<file path="src/pstd_pkg.sv">
`timescale 1ns / 1ps
// ----------------------------------------------------------------------------
// pstd_pkg: shared types and constants of the Pruefer sequence decoder
// Sizes, codes and the command/status bundles between controller and datapath.
// ----------------------------------------------------------------------------
package pstd_pkg;

    localparam int MAX_NODES = 64;
    localparam int SEQ_DEPTH = MAX_NODES - 2;
    localparam int LABEL_W   = 6;
    localparam int NODE_W    = 7;
    localparam int DEG_W     = 6;
    localparam int STATUS_W  = 2;
    localparam int SEQ_AW    = $clog2(SEQ_DEPTH);
    localparam int DEG_AW    = $clog2(MAX_NODES);

    // input opcodes
    localparam logic OP_PUSH   = 1'b0;
    localparam logic OP_DECODE = 1'b1;

    // result status codes
    localparam logic [STATUS_W-1:0] STATUS_EDGE = 2'd0;
    localparam logic [STATUS_W-1:0] STATUS_TINY = 2'd1;
    localparam logic [STATUS_W-1:0] STATUS_BAD  = 2'd2;

    // kinds of result the datapath loads into its output register
    localparam logic [1:0] EMIT_EDGE  = 2'd0;
    localparam logic [1:0] EMIT_FINAL = 2'd1;
    localparam logic [1:0] EMIT_TINY  = 2'd2;
    localparam logic [1:0] EMIT_BAD   = 2'd3;

    typedef struct packed {
        logic       push;
        logic       clr_run;
        logic       idx_clr;
        logic       idx_inc;
        logic       lab_ld;
        logic       deg_init_wr;
        logic       deg_rd_lab;
        logic       deg_wr_inc;
        logic       deg_wr_dec;
        logic       deg_wr_leaf_zero;
        logic       scan_start;
        logic       scan_run;
        logic       first_ld;
        logic       emit;
        logic [1:0] emit_kind;
    } cmd_t;

    typedef struct packed {
        logic pre_bad;
        logic n_le1;
        logic n_is2;
        logic seq_last;
        logic deg_last;
        logic lab_big;
        logic scan_end;
        logic out_free;
    } stat_t;

endpackage

</file>
<file path="src/pstd_ram.sv">
`timescale 1ns / 1ps
// ----------------------------------------------------------------------------
// pstd_ram: generic single-write, single-read RAM
// One write port and one read port, read data registered.
// ----------------------------------------------------------------------------
module pstd_ram #(
    parameter int WIDTH = 8,
    parameter int DEPTH = 64
) (
    input  logic                     clk,
    input  logic                     we,
    input  logic [$clog2(DEPTH)-1:0] waddr,
    input  logic [WIDTH-1:0]         wdata,
    input  logic [$clog2(DEPTH)-1:0] raddr,
    output logic [WIDTH-1:0]         rdata
);

    logic [WIDTH-1:0] mem [DEPTH];

    always_ff @(posedge clk)
    begin
        if (we)
        begin
            mem[waddr] <= wdata;
        end
        rdata <= mem[raddr];
    end

endmodule

</file>
<file path="src/pstd_datapath.sv">
`timescale 1ns / 1ps
// ----------------------------------------------------------------------------
// pstd_datapath: storage, counters and output register of the decoder
// Holds the label store, the degree table, the leaf scan and the result item.
// ----------------------------------------------------------------------------
module pstd_datapath (
    input  logic                          clk,
    input  logic                          rst_n,
    input  pstd_pkg::cmd_t                cmd,
    output pstd_pkg::stat_t               stat,
    input  logic [pstd_pkg::LABEL_W-1:0]  in_label,
    input  logic                          cfg_we,
    input  logic [pstd_pkg::NODE_W-1:0]   cfg_wdata,
    output logic                          out_valid,
    input  logic                          out_ready,
    output logic [pstd_pkg::LABEL_W-1:0]  out_first,
    output logic [pstd_pkg::LABEL_W-1:0]  out_second,
    output logic [pstd_pkg::STATUS_W-1:0] out_status,
    output logic                          out_last
);

    import pstd_pkg::*;

    logic [NODE_W-1:0]   node_count_reg;
    logic [NODE_W-1:0]   pushed_count_reg, pushed_count_next;
    logic                bad_flag_reg, bad_flag_next;
    logic [DEG_AW-1:0]   idx_reg, idx_next;
    logic [LABEL_W-1:0]  lab_reg;
    logic [LABEL_W-1:0]  leaf_reg;
    logic [LABEL_W-1:0]  first_reg;
    logic [NODE_W-1:0]   scan_reg, scan_next;
    logic                pipe_vld_reg, pipe_vld_next;
    logic [DEG_AW-1:0]   pipe_addr_reg;
    logic                out_vld_reg, out_vld_next;
    logic [LABEL_W-1:0]  out_first_reg, out_second_reg;
    logic [STATUS_W-1:0] out_status_reg;
    logic                out_last_reg;

    logic                seq_we;
    logic [LABEL_W-1:0]  seq_rdata;
    logic                deg_we;
    logic [DEG_AW-1:0]   deg_waddr, deg_raddr;
    logic [DEG_W-1:0]    deg_wdata, deg_rdata;
    logic                store_full;
    logic                scan_issue, scan_found, scan_empty;

    assign store_full = (pushed_count_reg >= NODE_W'(SEQ_DEPTH));
    assign seq_we     = cmd.push && !store_full;

    pstd_ram #(
        .WIDTH (LABEL_W),
        .DEPTH (SEQ_DEPTH)
    ) u_seq_ram (
        .clk   (clk),
        .we    (seq_we),
        .waddr (pushed_count_reg[SEQ_AW-1:0]),
        .wdata (in_label),
        .raddr (idx_reg[SEQ_AW-1:0]),
        .rdata (seq_rdata)
    );

    always_comb
    begin
        deg_we    = cmd.deg_init_wr || cmd.deg_wr_inc || cmd.deg_wr_dec
                    || cmd.deg_wr_leaf_zero;
        deg_waddr = leaf_reg;
        deg_wdata = '0;
        priority if (cmd.deg_init_wr)
        begin
            deg_waddr = idx_reg;
            deg_wdata = DEG_W'(NODE_W'(idx_reg) < node_count_reg);
        end
        else if (cmd.deg_wr_inc)
        begin
            deg_waddr = lab_reg;
            deg_wdata = deg_rdata + DEG_W'(1);
        end
        else if (cmd.deg_wr_dec)
        begin
            deg_waddr = lab_reg;
            deg_wdata = deg_rdata - DEG_W'(1);
        end
        else
        begin
            deg_waddr = leaf_reg;
            deg_wdata = '0;
        end
        deg_raddr = cmd.deg_rd_lab ? lab_reg : scan_reg[DEG_AW-1:0];
    end

    pstd_ram #(
        .WIDTH (DEG_W),
        .DEPTH (MAX_NODES)
    ) u_deg_ram (
        .clk   (clk),
        .we    (deg_we),
        .waddr (deg_waddr),
        .wdata (deg_wdata),
        .raddr (deg_raddr),
        .rdata (deg_rdata)
    );

    // leaf scan: one address issued a cycle, its degree checked the cycle after
    assign scan_issue = cmd.scan_run && (scan_reg < node_count_reg);
    assign scan_found = pipe_vld_reg && (deg_rdata == DEG_W'(1));
    assign scan_empty = !pipe_vld_reg && (scan_reg >= node_count_reg);

    always_comb
    begin
        pushed_count_next = pushed_count_reg;
        bad_flag_next     = bad_flag_reg;
        if (cmd.clr_run)
        begin
            pushed_count_next = '0;
            bad_flag_next     = 1'b0;
        end
        else if (cmd.push)
        begin
            if (store_full)
            begin
                bad_flag_next = 1'b1;
            end
            else
            begin
                pushed_count_next = pushed_count_reg + NODE_W'(1);
            end
        end

        idx_next = idx_reg;
        if (cmd.idx_clr)
        begin
            idx_next = '0;
        end
        else if (cmd.idx_inc)
        begin
            idx_next = idx_reg + DEG_AW'(1);
        end

        scan_next     = scan_reg;
        pipe_vld_next = pipe_vld_reg;
        if (cmd.scan_start)
        begin
            scan_next     = '0;
            pipe_vld_next = 1'b0;
        end
        else if (cmd.scan_run)
        begin
            pipe_vld_next = scan_issue;
            if (scan_issue)
            begin
                scan_next = scan_reg + NODE_W'(1);
            end
        end

        out_vld_next = out_vld_reg;
        if (cmd.emit)
        begin
            out_vld_next = 1'b1;
        end
        else if (out_ready)
        begin
            out_vld_next = 1'b0;
        end
    end

    always_ff @(posedge clk or negedge rst_n)
    begin
        if (!rst_n)
        begin
            node_count_reg   <= '0;
            pushed_count_reg <= '0;
            bad_flag_reg     <= 1'b0;
            idx_reg          <= '0;
            scan_reg         <= '0;
            pipe_vld_reg     <= 1'b0;
            out_vld_reg      <= 1'b0;
        end
        else
        begin
            if (cfg_we)
            begin
                node_count_reg <= cfg_wdata;
            end
            pushed_count_reg <= pushed_count_next;
            bad_flag_reg     <= bad_flag_next;
            idx_reg          <= idx_next;
            scan_reg         <= scan_next;
            pipe_vld_reg     <= pipe_vld_next;
            out_vld_reg      <= out_vld_next;
        end
    end

    always_ff @(posedge clk)
    begin
        pipe_addr_reg <= scan_reg[DEG_AW-1:0];
        if (cmd.lab_ld)
        begin
            lab_reg <= seq_rdata;
        end
        if (cmd.scan_run)
        begin
            if (scan_found)
            begin
                leaf_reg <= pipe_addr_reg;
            end
            else if (scan_empty)
            begin
                // no leaf left: take vertex 0
                leaf_reg <= '0;
            end
        end
        if (cmd.first_ld)
        begin
            first_reg <= leaf_reg;
        end
        if (cmd.emit)
        begin
            unique case (cmd.emit_kind)
                EMIT_EDGE:
                begin
                    out_first_reg  <= leaf_reg;
                    out_second_reg <= lab_reg;
                    out_status_reg <= STATUS_EDGE;
                    out_last_reg   <= 1'b0;
                end
                EMIT_FINAL:
                begin
                    out_first_reg  <= first_reg;
                    out_second_reg <= leaf_reg;
                    out_status_reg <= STATUS_EDGE;
                    out_last_reg   <= 1'b1;
                end
                EMIT_TINY:
                begin
                    out_first_reg  <= '0;
                    out_second_reg <= '0;
                    out_status_reg <= STATUS_TINY;
                    out_last_reg   <= 1'b1;
                end
                default:
                begin
                    out_first_reg  <= '0;
                    out_second_reg <= '0;
                    out_status_reg <= STATUS_BAD;
                    out_last_reg   <= 1'b1;
                end
            endcase
        end
    end

    always_comb
    begin
        stat.pre_bad  = bad_flag_reg || (node_count_reg > NODE_W'(MAX_NODES))
                        || ((node_count_reg >= NODE_W'(2))
                            ? (pushed_count_reg != node_count_reg - NODE_W'(2))
                            : (pushed_count_reg != '0));
        stat.n_le1    = (node_count_reg < NODE_W'(2));
        stat.n_is2    = (node_count_reg == NODE_W'(2));
        stat.seq_last = ((NODE_W'(idx_reg) + NODE_W'(3)) == node_count_reg);
        stat.deg_last = (idx_reg == DEG_AW'(MAX_NODES - 1));
        stat.lab_big  = (NODE_W'(seq_rdata) >= node_count_reg);
        stat.scan_end = scan_found || scan_empty;
        stat.out_free = !out_vld_reg || out_ready;
    end

    assign out_valid  = out_vld_reg;
    assign out_first  = out_first_reg;
    assign out_second = out_second_reg;
    assign out_status = out_status_reg;
    assign out_last   = out_last_reg;

endmodule

</file>
<file path="src/pstd_ctrl.sv">
`timescale 1ns / 1ps
// ----------------------------------------------------------------------------
// pstd_ctrl: sequencing state machine of the decoder
// Accepts items, steps the datapath through check, initialise, count, leaf scans and emit.
// ----------------------------------------------------------------------------
module pstd_ctrl (
    input  logic            clk,
    input  logic            rst_n,
    input  logic            in_valid,
    output logic            in_ready,
    input  logic            in_opcode,
    input  pstd_pkg::stat_t stat,
    output pstd_pkg::cmd_t  cmd
);

    import pstd_pkg::*;

    localparam logic [4:0] ST_IDLE      = 5'd0;
    localparam logic [4:0] ST_DEC       = 5'd1;
    localparam logic [4:0] ST_CHK_RD    = 5'd2;
    localparam logic [4:0] ST_CHK_TEST  = 5'd3;
    localparam logic [4:0] ST_INIT      = 5'd4;
    localparam logic [4:0] ST_CNT_RD    = 5'd5;
    localparam logic [4:0] ST_CNT_LAB   = 5'd6;
    localparam logic [4:0] ST_CNT_DRD   = 5'd7;
    localparam logic [4:0] ST_CNT_WR    = 5'd8;
    localparam logic [4:0] ST_RUN_RD    = 5'd9;
    localparam logic [4:0] ST_RUN_LAB   = 5'd10;
    localparam logic [4:0] ST_RUN_SCAN  = 5'd11;
    localparam logic [4:0] ST_RUN_EMIT  = 5'd12;
    localparam logic [4:0] ST_RUN_DRD   = 5'd13;
    localparam logic [4:0] ST_RUN_DWR   = 5'd14;
    localparam logic [4:0] ST_FIN_USCAN = 5'd15;
    localparam logic [4:0] ST_FIN_UZERO = 5'd16;
    localparam logic [4:0] ST_FIN_WSCAN = 5'd17;
    localparam logic [4:0] ST_FIN_EMIT  = 5'd18;
    localparam logic [4:0] ST_EMIT_BAD  = 5'd19;
    localparam logic [4:0] ST_EMIT_TINY = 5'd20;

    logic [4:0] state_reg, state_next;

    assign in_ready = (state_reg == ST_IDLE);

    always_comb
    begin
        state_next = state_reg;
        cmd        = '0;
        unique case (state_reg)
            ST_IDLE:
            begin
                if (in_valid)
                begin
                    if (in_opcode == OP_PUSH)
                    begin
                        cmd.push = 1'b1;
                    end
                    else
                    begin
                        state_next = ST_DEC;
                    end
                end
            end
            ST_DEC:
            begin
                cmd.idx_clr = 1'b1;
                priority if (stat.pre_bad)
                begin
                    state_next = ST_EMIT_BAD;
                end
                else if (stat.n_le1)
                begin
                    state_next = ST_EMIT_TINY;
                end
                else if (stat.n_is2)
                begin
                    state_next = ST_INIT;
                end
                else
                begin
                    state_next = ST_CHK_RD;
                end
            end
            ST_CHK_RD:
            begin
                state_next = ST_CHK_TEST;
            end
            ST_CHK_TEST:
            begin
                priority if (stat.lab_big)
                begin
                    state_next = ST_EMIT_BAD;
                end
                else if (stat.seq_last)
                begin
                    cmd.idx_clr = 1'b1;
                    state_next  = ST_INIT;
                end
                else
                begin
                    cmd.idx_inc = 1'b1;
                    state_next  = ST_CHK_RD;
                end
            end
            ST_INIT:
            begin
                cmd.deg_init_wr = 1'b1;
                if (stat.deg_last)
                begin
                    cmd.idx_clr = 1'b1;
                    if (stat.n_is2)
                    begin
                        cmd.scan_start = 1'b1;
                        state_next     = ST_FIN_USCAN;
                    end
                    else
                    begin
                        state_next = ST_CNT_RD;
                    end
                end
                else
                begin
                    cmd.idx_inc = 1'b1;
                end
            end
            ST_CNT_RD:
            begin
                state_next = ST_CNT_LAB;
            end
            ST_CNT_LAB:
            begin
                cmd.lab_ld = 1'b1;
                state_next = ST_CNT_DRD;
            end
            ST_CNT_DRD:
            begin
                cmd.deg_rd_lab = 1'b1;
                state_next     = ST_CNT_WR;
            end
            ST_CNT_WR:
            begin
                cmd.deg_wr_inc = 1'b1;
                if (stat.seq_last)
                begin
                    cmd.idx_clr = 1'b1;
                    state_next  = ST_RUN_RD;
                end
                else
                begin
                    cmd.idx_inc = 1'b1;
                    state_next  = ST_CNT_RD;
                end
            end
            ST_RUN_RD:
            begin
                state_next = ST_RUN_LAB;
            end
            ST_RUN_LAB:
            begin
                cmd.lab_ld     = 1'b1;
                cmd.scan_start = 1'b1;
                state_next     = ST_RUN_SCAN;
            end
            ST_RUN_SCAN:
            begin
                cmd.scan_run = 1'b1;
                if (stat.scan_end)
                begin
                    state_next = ST_RUN_EMIT;
                end
            end
            ST_RUN_EMIT:
            begin
                // hold until the output register can take the edge
                if (stat.out_free)
                begin
                    cmd.emit             = 1'b1;
                    cmd.emit_kind        = EMIT_EDGE;
                    cmd.deg_wr_leaf_zero = 1'b1;
                    state_next           = ST_RUN_DRD;
                end
            end
            ST_RUN_DRD:
            begin
                cmd.deg_rd_lab = 1'b1;
                state_next     = ST_RUN_DWR;
            end
            ST_RUN_DWR:
            begin
                cmd.deg_wr_dec = 1'b1;
                if (stat.seq_last)
                begin
                    cmd.scan_start = 1'b1;
                    state_next     = ST_FIN_USCAN;
                end
                else
                begin
                    cmd.idx_inc = 1'b1;
                    state_next  = ST_RUN_RD;
                end
            end
            ST_FIN_USCAN:
            begin
                cmd.scan_run = 1'b1;
                if (stat.scan_end)
                begin
                    state_next = ST_FIN_UZERO;
                end
            end
            ST_FIN_UZERO:
            begin
                cmd.first_ld         = 1'b1;
                cmd.deg_wr_leaf_zero = 1'b1;
                cmd.scan_start       = 1'b1;
                state_next           = ST_FIN_WSCAN;
            end
            ST_FIN_WSCAN:
            begin
                cmd.scan_run = 1'b1;
                if (stat.scan_end)
                begin
                    state_next = ST_FIN_EMIT;
                end
            end
            ST_FIN_EMIT:
            begin
                if (stat.out_free)
                begin
                    cmd.emit      = 1'b1;
                    cmd.emit_kind = EMIT_FINAL;
                    cmd.clr_run   = 1'b1;
                    state_next    = ST_IDLE;
                end
            end
            ST_EMIT_BAD:
            begin
                if (stat.out_free)
                begin
                    cmd.emit      = 1'b1;
                    cmd.emit_kind = EMIT_BAD;
                    cmd.clr_run   = 1'b1;
                    state_next    = ST_IDLE;
                end
            end
            ST_EMIT_TINY:
            begin
                if (stat.out_free)
                begin
                    cmd.emit      = 1'b1;
                    cmd.emit_kind = EMIT_TINY;
                    cmd.clr_run   = 1'b1;
                    state_next    = ST_IDLE;
                end
            end
            default:
            begin
                state_next = ST_IDLE;
            end
        endcase
    end

    always_ff @(posedge clk or negedge rst_n)
    begin
        if (!rst_n)
        begin
            state_reg <= ST_IDLE;
        end
        else
        begin
            state_reg <= state_next;
        end
    end

endmodule

</file>
<file path="src/prufer_sequence_tree_decoder.sv">
`timescale 1ns / 1ps
// ----------------------------------------------------------------------------
// prufer_sequence_tree_decoder: Pruefer sequence to labelled tree edges
// Push items load labels; a decode item emits the node_count-1 tree edges,
// or a single tiny-tree or bad-sequence result.
//   channel  direction  payload
//   s_*      in         tuser = opcode, tdata = label
//   m_*      out        tdata = edge_first, edge_second; tuser = status;
//                       tlast = last
//   cfg_*    in         cfg_data = node_count
//
// A push item is taken in the idle state. A decode item is accepted, then the
// count checks run, each label is range-checked, every entry of the degree
// table is initialised and the degrees of the labels are counted; each edge
// is then found by a leaf scan that reads one degree entry a cycle, and the
// final edge by two such scans.
// Reset clears all control state; no clearing pass is needed.
// A stalled m_tready holds the sequencer only when the next result item is
// ready while the previous one still waits.
// ----------------------------------------------------------------------------
module prufer_sequence_tree_decoder (
    input  logic        clk,
    input  logic        rst_n,
    input  logic        s_tvalid,
    output logic        s_tready,
    input  logic [7:0]  s_tdata,   // [5:0] label, [7:6] zero
    input  logic        s_tuser,   // [0] opcode
    output logic        m_tvalid,
    input  logic        m_tready,
    output logic [15:0] m_tdata,   // [5:0] edge_first, [11:6] edge_second, [15:12] zero
    output logic [1:0]  m_tuser,   // [1:0] status
    output logic        m_tlast,
    input  logic        cfg_valid,
    output logic        cfg_ready,
    input  logic [6:0]  cfg_data
);

    import pstd_pkg::*;

    cmd_t                cmd;
    stat_t               stat;
    logic [LABEL_W-1:0]  out_first, out_second;
    logic [STATUS_W-1:0] out_status;

    assign cfg_ready = 1'b1;

    pstd_ctrl u_ctrl (
        .clk       (clk),
        .rst_n     (rst_n),
        .in_valid  (s_tvalid),
        .in_ready  (s_tready),
        .in_opcode (s_tuser),
        .stat      (stat),
        .cmd       (cmd)
    );

    pstd_datapath u_datapath (
        .clk        (clk),
        .rst_n      (rst_n),
        .cmd        (cmd),
        .stat       (stat),
        .in_label   (s_tdata[LABEL_W-1:0]),
        .cfg_we     (cfg_valid),
        .cfg_wdata  (cfg_data),
        .out_valid  (m_tvalid),
        .out_ready  (m_tready),
        .out_first  (out_first),
        .out_second (out_second),
        .out_status (out_status),
        .out_last   (m_tlast)
    );

    assign m_tdata = {4'b0000, out_second, out_first};
    assign m_tuser = out_status;

endmodule

</file>
<file path="config.mk">
export PLATFORM = sky130hd
export DESIGN_NAME = prufer_sequence_tree_decoder
export DESIGN_NICKNAME = d
export VERILOG_FILES = /design/src/pstd_pkg.sv /design/src/pstd_ram.sv /design/src/pstd_datapath.sv /design/src/pstd_ctrl.sv /design/src/prufer_sequence_tree_decoder.sv
export SDC_FILE = /design/constraint.sdc
export NUM_CORES = 1
export LEC_CHECK = 0
export ABC_AREA = 1
export BUFFER_PORTS_ARGS = -buffer_cell sky130_fd_sc_hd__buf_2
export CORE_ASPECT_RATIO = 1.4
export CORE_MARGIN = 2
export CORE_UTILIZATION = 35
export CTS_BUF_LIST = sky130_fd_sc_hd__clkbuf_4 sky130_fd_sc_hd__clkbuf_8
export DETAILED_ROUTE_END_ITERATION = 10
export SKIP_CTS_REPAIR_TIMING = 1
export SYNTH_ARGS = -nofsm -noshare
export SYNTH_HDL_FRONTEND = slang
export SYNTH_SLANG_ARGS = --single-unit
</file>
<file path="constraint.sdc">
create_clock -name clk -period 5.2 [get_ports clk]
set_input_delay 0.26 -clock clk [delete_from_list [all_inputs] [get_ports clk]]
set_output_delay 0.26 -clock clk [all_outputs]
set_load 0.05 [all_outputs]
</file>
; Word level (Yosys, flattened, before mapping)
; Memories as Yosys holds them, arrays and structs flattened. A register that Yosys moved wholly into a read port is not among the register bits.
; Index checks and enable logic that the tools add are counted.
[classes]
reduce_logical = 36
muxes = 78
eq_ne = 36
n_lt_le_gt_ge = 8
n_addsub = 7
[ops]
columns = cell, count
row1 = $pmux 5 s19, 1
row2 = $mux 6, 11
row3 = $mux 5, 11
row4 = $mux 7, 6
row5 = $eq 5x4->1 const B, 8
row6 = $mux 1, 31
row7 = $eq 5x5->1 const B, 5
row8 = $pmux 6 s2, 2
row9 = $mux 3, 7
row10 = $eq 5x3->1 const B, 4
row11 = $add 7x1->7 const B, 2
row12 = $ne 2x2->1 const B, 7
row13 = $reduce_bool 2->1, 7
row14 = $add 6x1->6 const B, 2
row15 = $pmux 3 s4, 1
row16 = $eq 5x2->1 const B, 2
row17 = $reduce_or 2->1, 5
row18 = $mux 4, 2
row19 = $reduce_and 2->1, 4
row20 = $reduce_and 8->1, 1
row21 = $add 6x2->7 const B, 1
row22 = $eq 7x2->1 const B, 1
row23 = $eq 7x7->1, 1
row24 = $ge 6x7->1, 1
row25 = other kinds (28), 42
[totals]
in_bits = 21
ramBits = 756
memories = 2
output_inout_bits = 22
elab_cells = 183
reg_bits = 74
[memory_table]
columns = name, depth, word_bits, read_ports, rd_clocked_by_memory_dff, wr, line_no
row1 = u_datapath.u_deg_ram.mem, 64, 6, 1, 1, 1, pstd_ram.sv:18  ; logic [WIDTH-1:0] mem [DEPTH];
row2 = u_datapath.u_seq_ram.mem, 62, 6, 1, 1, 1, pstd_ram.sv:18

; Longest topological paths before layout
; Gate-level depths: netlist (run 1).
[logic_depth]
word_depth = 7
mapped_depth = 17
mapped_depth_nobuf = 14

; Cells and area by module
; A second synthesis (run 1) with hierarchy kept.
[unflattened]
hier_cells = 3394
hier_area_um2 = 36482.5
[by_module_without_submodules]
columns = module, cells_each, seq_area_each_um2, area_each_um2, instances
row1 = pstd_ram at u_datapath.u_deg_ram, 1376, 11651.2, 15930.3, 1
row2 = pstd_ram at u_datapath.u_seq_ram, 1337, 11290.8, 15424.8, 1
row3 = pstd_datapath, 516, 1861.8, 4170.2, 1
row4 = pstd_ctrl, 158, 125.1, 912.1, 1
row5 = prufer_sequence_tree_decoder, 7, 0.0, 45.0, 1

; Worst setup path before layout (run 1)
; No wires, ideal clock.
[synth_path]
path_type = reg2reg
from = register u_datapath.idx_reg[0]
to = memory u_datapath.u_deg_ram.mem[0][0] (netlist name), data pin
slack_ns = -0.118
required_time_ns = 4.479
path_stages_with_launch = 12
t_arrival_ns = 4.597
cell_sequence = dfrtp_1 clkinv_1 clkbuf_1 clkbuf_1 clkbuf_1 ha_1 o21ai_0 a21oi_1 o21bai_1 a21oi_1 nor3_1 a211oi_1
[synth_between]
elab_chain_len = 2
[synth_rtl]
columns = element, line_no
row1 = "start, declared", pstd_datapath.sv:27  ; logic [DEG_AW-1:0] idx_reg, idx_next;
row2 = "start signal, assigned", pstd_datapath.sv:186  ; idx_reg <= idx_next;
row3 = $lt 6x7->1, pstd_datapath.sv:71  ; deg_wdata = DEG_W'(NODE_W'(idx_reg) < node_count_reg);
row4 = $mux 6, pstd_datapath.sv:68  ; priority if (cmd.deg_init_wr)
row5 = net u_datapath.deg_wdata[0], pstd_datapath.sv:43  ; logic [DEG_W-1:0] deg_wdata, deg_rdata;
row6 = "end, declared", pstd_ram.sv:18
; The timed path passes the listed nets, and every way through them passes these cells.

; Final worst setup path (run 1)
[layout_path]
from = register u_datapath.idx_reg[1]
to = memory u_datapath.u_deg_ram.mem[14][3] (netlist name), enable pin
[layout_between]
elab_chain_len = 1
[layout_rtl]
columns = element, line_no
row1 = $mux 6, pstd_datapath.sv:68
; Every way passes these cells.

==> results of run 1 <==
through the flow:
step                      hold slack, ps  cell area [um2]  setup slack [ps]    util  power, mW
after floorplan                   -35.59            36920             409.5       -      10.77
after global placement             413.1            38490              1032  0.3693      12.15
after detailed placement           428.5            38490              1108  0.3693      12.20
after CTS                         -459.2            41140              1005  0.3948      17.82
after global routing               103.1            41380             842.2  0.3970      18.57
final                              103.1            41380              1075  0.3970      17.74
cells by family after synthesis:
family / synth area share
AOI/OAI and AO/OA: 0.06668
xor gates and xnor gates: 0.004746
and+or+nand+nor: 0.1726
other: 0.0002035
DFF: 0.6754
buffers and inverters: 0.07014
adders and majority gates: 0.01017
metal layers:
| layer | share of wire | GRT usage | vias to the layer above |
|---|---|---|---|
| li1 | - | - | 11890 |
| met1 | 0.38 | 0.2048 | 11990 |
| met2 | 0.52 | 0.3175 | 838 |
| met3 | 0.057 | 0.02999 | 208 |
| met4 | 0.039 | 0.07937 | 0 |
| met5 | 0 | 0 | - |
final cells by class:
type / count / area [um2]
antenna: 1 / 2.502
clock buffer: 187 / 2261
clock inverter: 45 / 392.9
fill: 9969 / 62850
inverter: 482 / 1812
multi-input combinational: 1948 / 9518
sequential: 842 / 24930
tap: 1349 / 1688
timing repair buffer: 98 / 768.2
cells in the mapped netlist (3+ instances only):
cell type / n / area (um2)
edfxtp_1: 789 / 23690
nand2_1: 564 / 2117
inv_1: 472 / 1772
nand3_1: 449 / 2247
nor2_1: 371 / 1393
o21ai_0: 217 / 1086
clkbuf_1: 85 / 319.1
o22ai_1: 59 / 369.1
a21oi_1: 57 / 285.3
buf_2: 53 / 265.3
nor3_1: 37 / 185.2
dfrtp_1: 35 / 875.8
o221ai_1: 33 / 289.0
ha_1: 30 / 375.4
dfxtp_1: 18 / 360.4
xor2_1: 17 / 148.9
buf_4: 12 / 90.09
nand2_2: 11 / 68.82
nand4_1: 11 / 68.82
nand4_2: 8 / 100.1
o21ai_2: 8 / 70.07
buf_1: 7 / 26.28
buf_6: 7 / 78.83
o211ai_1: 7 / 52.55
inv_2: 6 / 22.52
nor2_2: 5 / 31.28
o21a_1: 5 / 37.54
a211oi_1: 4 / 30.03
clkinv_1: 4 / 15.01
a221oi_1: 3 / 26.28
a31oi_1: 3 / 18.77
nand3_2: 3 / 30.03
nor3b_1: 3 / 22.52
nor4_1: 3 / 18.77
o21bai_1: 3 / 22.52
o31ai_1: 3 / 22.52
or2_2: 3 / 18.77
xnor2_1: 3 / 26.28
power groups by stage:
stage	combinational [mW]	clock (mW)	sequential [mW]
finish	4.32	5.64	7.78
global route	4.74	6.03	7.80
CTS	4.29	5.74	7.78
global placement	4.23	0	7.92
floorplan	2.89	0	7.88
detailed placement	4.28	0	7.92
placed cells by master, fill, tap and decap left out, types with 17 or more instances in the layout:
master / count
o221ai_1: 33
edfxtp_1: 789
inv_1: 472
dlygate4sd3_1: 23
nor2_1: 370
clkbuf_8: 137
dfxtp_1: 18
clkbuf_4: 50
o21ai_0: 216
buf_2: 35
nand3_1: 449
buf_4: 35
dfrtp_1: 33
a21oi_1: 57
xor2_1: 17
ha_1: 30
nand2_1: 564
o22ai_1: 58
nor3_1: 37
clkinv_1: 21
worst max path at each step:
stage / slack (ps) / end / startpoint
after CTS: 1010 / u_datapath.u_deg_ram.mem[15][2] / u_datapath.idx_reg[1]
final: 1070 / u_datapath.u_deg_ram.mem[14][3] / u_datapath.idx_reg[1]
after global routing: 840 / u_datapath.u_deg_ram.mem[15][2] / u_datapath.idx_reg[1]
after global placement: 1030 / u_datapath.u_deg_ram.mem[14][2] / u_datapath.idx_reg[1]
after detailed placement: 1110 / u_datapath.u_deg_ram.mem[15][3] / u_datapath.idx_reg[1]
after floorplan: 410 / u_datapath.u_deg_ram.mem[0][5] / u_ctrl.state_reg[4]
==> impl_results.md, run 1 <==
- Sequential fraction of the synthesis area: 0.6754
- I/O Pins: 43
- Ys async rst share: 0.04157
- Final max-slew violation count: 0
- Drt first pass iters: 8
- Top reg by flops: u_datapath.u_deg_ram.mem
- Post-Layout Cell Count: 4952
- Status: finished clean
- Total net switching power: 6.029 mW
- Synth Cell Area: 36910 um2
- R2R cell count: 4
- VDD IR max: 0.2618 mV
- Total GRT Usage: 0.1764
- Critical path class: reg2reg
- P_leak: 15.73 nW
- Reg2reg end: u_datapath.u_deg_ram.mem[14][3]
- DRT Wirelength: 96270 um
- Number of buffers created by CTS: 136
- PwrDens: 428.8 nW/um2
- Setup violators final: 0
- Hold Path Class: in2reg
- Switching Share: 0.3398
- Placer congestion estimate: 0.8933
- Gate power share: 0.244
- Maxcap violations: 0
- Die outline height: 388.2 um
- Layout area overhead: 12.11%
- Clock power share: 0.318
- Fmax: 0.2424 GHz
- DR vias/cell: 5.035
- Tmin final: 4125 ps
- Dpl hpwl: 60110 um
- Part of the power in registers: 0.439
- Slew @ Worst Pin: 1238 ps
- WL/cell: 19.44 um
- CP Buf/Inv Count: 1
- DRC: 0
- Cells on Worst Hold Path: 2
- Cell Rows: 140
- Mean area per synthesized cell: 10.75 um2
- Critical path endpoint category: flip-flop
- Vias post-DR: 24930
- Hold-critical path endpoint: u_datapath.u_seq_ram.mem[17][1]
- Fin Setup TNS: 0 ps
- Die area: 108100 um2
- Die Width: 278.5 um
- CP Depth: 4
- First-pass GRT wire length: 145000 um
- CP top delay family: simple AND/OR/NAND/NOR gates
- Initial core utilization: 0.3541
- Critical Path Max Stage Delay: 960 ps
- Synth Flop Type: edfxtp_1
- Internal power: 11.71 mW
- Hold_sp: s_tdata[1]
- # port buffers: 35
- GRT overflow: 0
- Reg clk slew, reported paths: 70 ps
- Skew final: 50.30 ps
- Core area: 104200 um2
- Vias in the first global route: 24260
- Largest net degree at the start of global routing: 119
- Endpoints failing hold: 0
- RSZ-0062 raised after global routing: no
- FF-to-FF Start: u_datapath.idx_reg[1]
- Clock Latency Late Sink: 830 ps
- Layout cells sized above 1: 0.09717
- Arr. time, crit path: 4550 ps
- Biggest regs: u_datapath.u_deg_ram.mem (384), u_datapath.u_seq_ram.mem (372)
- CTS max path bufs: 3
- WP data required: 5630 ps
- CP max FO: 29
- Yosys reg bits: 842
- Syn. warnings: 0
- Worst slew margin: 0.1692
- H-Tree Depth: 4
- Max FFs per register: 384
- Initial antenna violation count: 4
- Post-synth EDFFs: 789
- Placed cells: 4696
- Clk sinks: 842
- Slowest CP cell: clkinv_1
- CTS root buf: clkbuf_8
- Mapped Cells: 3433
- Worst-path cell chain: clkinv_1 -> o21ai_2 -> nand4_2 -> nor2_1
- Yosys cell types: 56
- Detail Route Antenna Nets: 0
- Initial DRC Count: 1906
- Critical Path Start Type: flip-flop
- Nets: 3559
- CTS tree: done
- Final clock period utilization by the worst path: 0.7933
- R2R Setup Slk: 1070 ps
No activity file was read; power rests on OpenSTA's default activity.
==> run 2: changes to the inputs <==
==> constraint.sdc (replaced) <==
create_clock -name clk -period 3.5 [get_ports clk]
set_input_delay 0.175 -clock clk [delete_from_list [all_inputs] [get_ports clk]]
set_output_delay 0.175 -clock clk [all_outputs]
set_load 0.05 [all_outputs]
==> run 2 against run 1 <==
Against the previous run: design area increased by 2.2%; core utilization up 0.88 points; non-clock buffer count up 93; combinational power grew 54%; register-to-register slack worse by 840 ps; sequential power increased by 49%; clock power increased by 49%; sequential share of layout area is 1.3 points lower.
==> impl_results.md, run 2 (synthesized netlist as in run 1, its figures left out) <==
- CTS tree: done
- Die outline height: 388.2 um
- Top reg by flops: u_datapath.u_deg_ram.mem
- Clk sinks: 842
- # port buffers: 35
- PwrDens: 628.6 nW/um2
- I/O Pins: 43
- Hold Path Class: in2async
- Vias in the first global route: 24560
- Final max-slew violation count: 0
- RSZ-0062 raised after global routing: no
- Die Width: 278.5 um
- Number of buffers created by CTS: 135
- Design area: 42300 um2
- Cell Rows: 140
- Critical path endpoint category: flip-flop
- Maxcap violations: 0
- Reg clk slew, reported paths: 70 ps
- Post-DP Area: 39320 um2
- Tmin final: 3262 ps
- Worst slew margin: 0.2012
- Dpl hpwl: 62570 um
- VDD IR max: 0.4692 mV
- Layout area overhead: 14.60%
- Detail Route Antenna Nets: 0
- GRT overflow: 0
- Max FFs per register: 384
- Critical Path Start Type: flip-flop
- Setup violators final: 0
- Setup crit start: u_ctrl.state_reg[4]
- WP data required: 3910 ps
- First-pass GRT wire length: 146200 um
- R2R Setup Slk: 240 ps
- Endpoints failing hold: 0
- P_leak: 16.27 nW
- Fmax: 0.3065 GHz
- DR vias/cell: 4.998
- CTS root buf: clkbuf_8
- Fin Setup TNS: 0 ps
- Initial core utilization: 0.3541
- Clock Latency Late Sink: 800 ps
- Switching Share: 0.3358
- H-Tree Depth: 4
- Initial antenna violation count: 2
- Biggest regs: u_datapath.u_deg_ram.mem (384), u_datapath.u_seq_ram.mem (372)
- Part of the power in registers: 0.435
- Reg2reg end: u_datapath.u_deg_ram.mem[10][0]
- Total net switching power: 8.929 mW
- Area occupied by multi-input gates: 9513 um2
- Skew final: 38.77 ps
- Die area: 108100 um2
- # fillers: 9875
- DRC: 0
- Layout cells sized above 1: 0.1190
- Clock power share: 0.315
- Core area: 104200 um2
- Status: finished clean
- DRT Wirelength: 97930 um
- Slew @ Worst Pin: 1198 ps
- Gate power share: 0.250
- Critical path class: reg2reg
- Largest net degree at the start of global routing: 98
- WL/cell: 19.36 um
- Placer congestion estimate: 0.8873
- Total GRT Usage: 0.1793
- Drt first pass iters: 6
- Arr. time, crit path: 3680 ps
- Vias post-DR: 25280
- CTS max path bufs: 3
- Min Hold Slack: 73.90 ps
- Power Total: 26.59 mW
- Final clock period utilization by the worst path: 0.9321
- Initial DRC Count: 2098
- Most frequent cells in the layout: 789 x edfxtp_1, 564 x nand2_1, 472 x inv_1, 449 x nand3_1, 370 x nor2_1
- R2R cell count: 9
- Most common cell after layout, fill and taps aside: edfxtp_1
- Register area: 24930 um2
- Nets: 3651
- FF-to-FF Start: u_ctrl.state_reg[4]
- Internal power: 17.66 mW
- CP max FO: 14
-- run 2: changes by cell type in the layout (fill, tap and decap cells not counted), moves of 5 or more --
cell           delta
buf_12           +14
buf_4            +74
clkbuf_4          -6
clkbuf_8          +8
clkinv_1          +8
clkinv_2          +5
dlygate4sd3_1     +5
-- run 2: how the worst max path moves through the flow --
stage | to | slack [ps] | cells past startpoint
final | u_datapath.u_deg_ram.mem[10][0] | 240 | 9
after global routing | u_datapath.u_deg_ram.mem[10][3] | 90 | 9
after CTS | u_datapath.u_deg_ram.mem[10][1] | 270 | 9
after detailed placement | u_datapath.u_deg_ram.mem[10][5] | 280 | 9
after global placement | u_datapath.u_deg_ram.mem[10][2] | 320 | 9
after floorplan | u_datapath.u_deg_ram.mem[0][4] | 10 | 8
-- run 2: final cells by class --
cell class	instances	share of cell area
clock inverter	54	0.008579
clock buffer	189	0.05499
timing repair buffer	191	0.03911
multi-input combinational	1948	0.2249
inverter	482	0.04283
antenna	3	0.0001775
tap	1349	0.03991
sequential	842	0.5895
-- run 2: worst max-delay path: stages, from the launching register on --
cell and delay [ps]:
dfrtp_1 490, nor2_2 220, inv_1 70, nor2_2 160, nand2_2 170, nand2_4 190, nor2_1 140, nand3_2 250
nand4_2 550, nor2_1 640
-- run 2: through the flow --
stage | worst slack, ps | util | instances
after global routing | 94.75 | 0.4058 | 5057
after floorplan | 13.50 | - | 3436
final | 237.6 | 0.4058 | 5058
after CTS | 269.8 | 0.4031 | 5027
after detailed placement | 284.7 | 0.3773 | 4784
after global placement | 318.8 | 0.3773 | 4784
-- run 2: metal layers --
layer / track usage / vias up / share of wire
li1: - / 12090 / -
met3: 0.03161 / 229 / 0.056
met5: 0 / - / 0.000071
met2: 0.3219 / 858 / 0.52
met4: 0.08631 / 2 / 0.043
met1: 0.2056 / 12100 / 0.38
-- run 2: power groups by stage --
stage                     Combinational (mW)  Sequential (mW)  Clock, mW
after global routing                    7.29             11.6       9.01
after CTS                               6.61             11.6       8.55
after detailed placement                6.59             11.8          0
after global placement                  6.54             11.8          0
after floorplan                         4.30             11.7          0
final                                   6.64             11.6       8.38
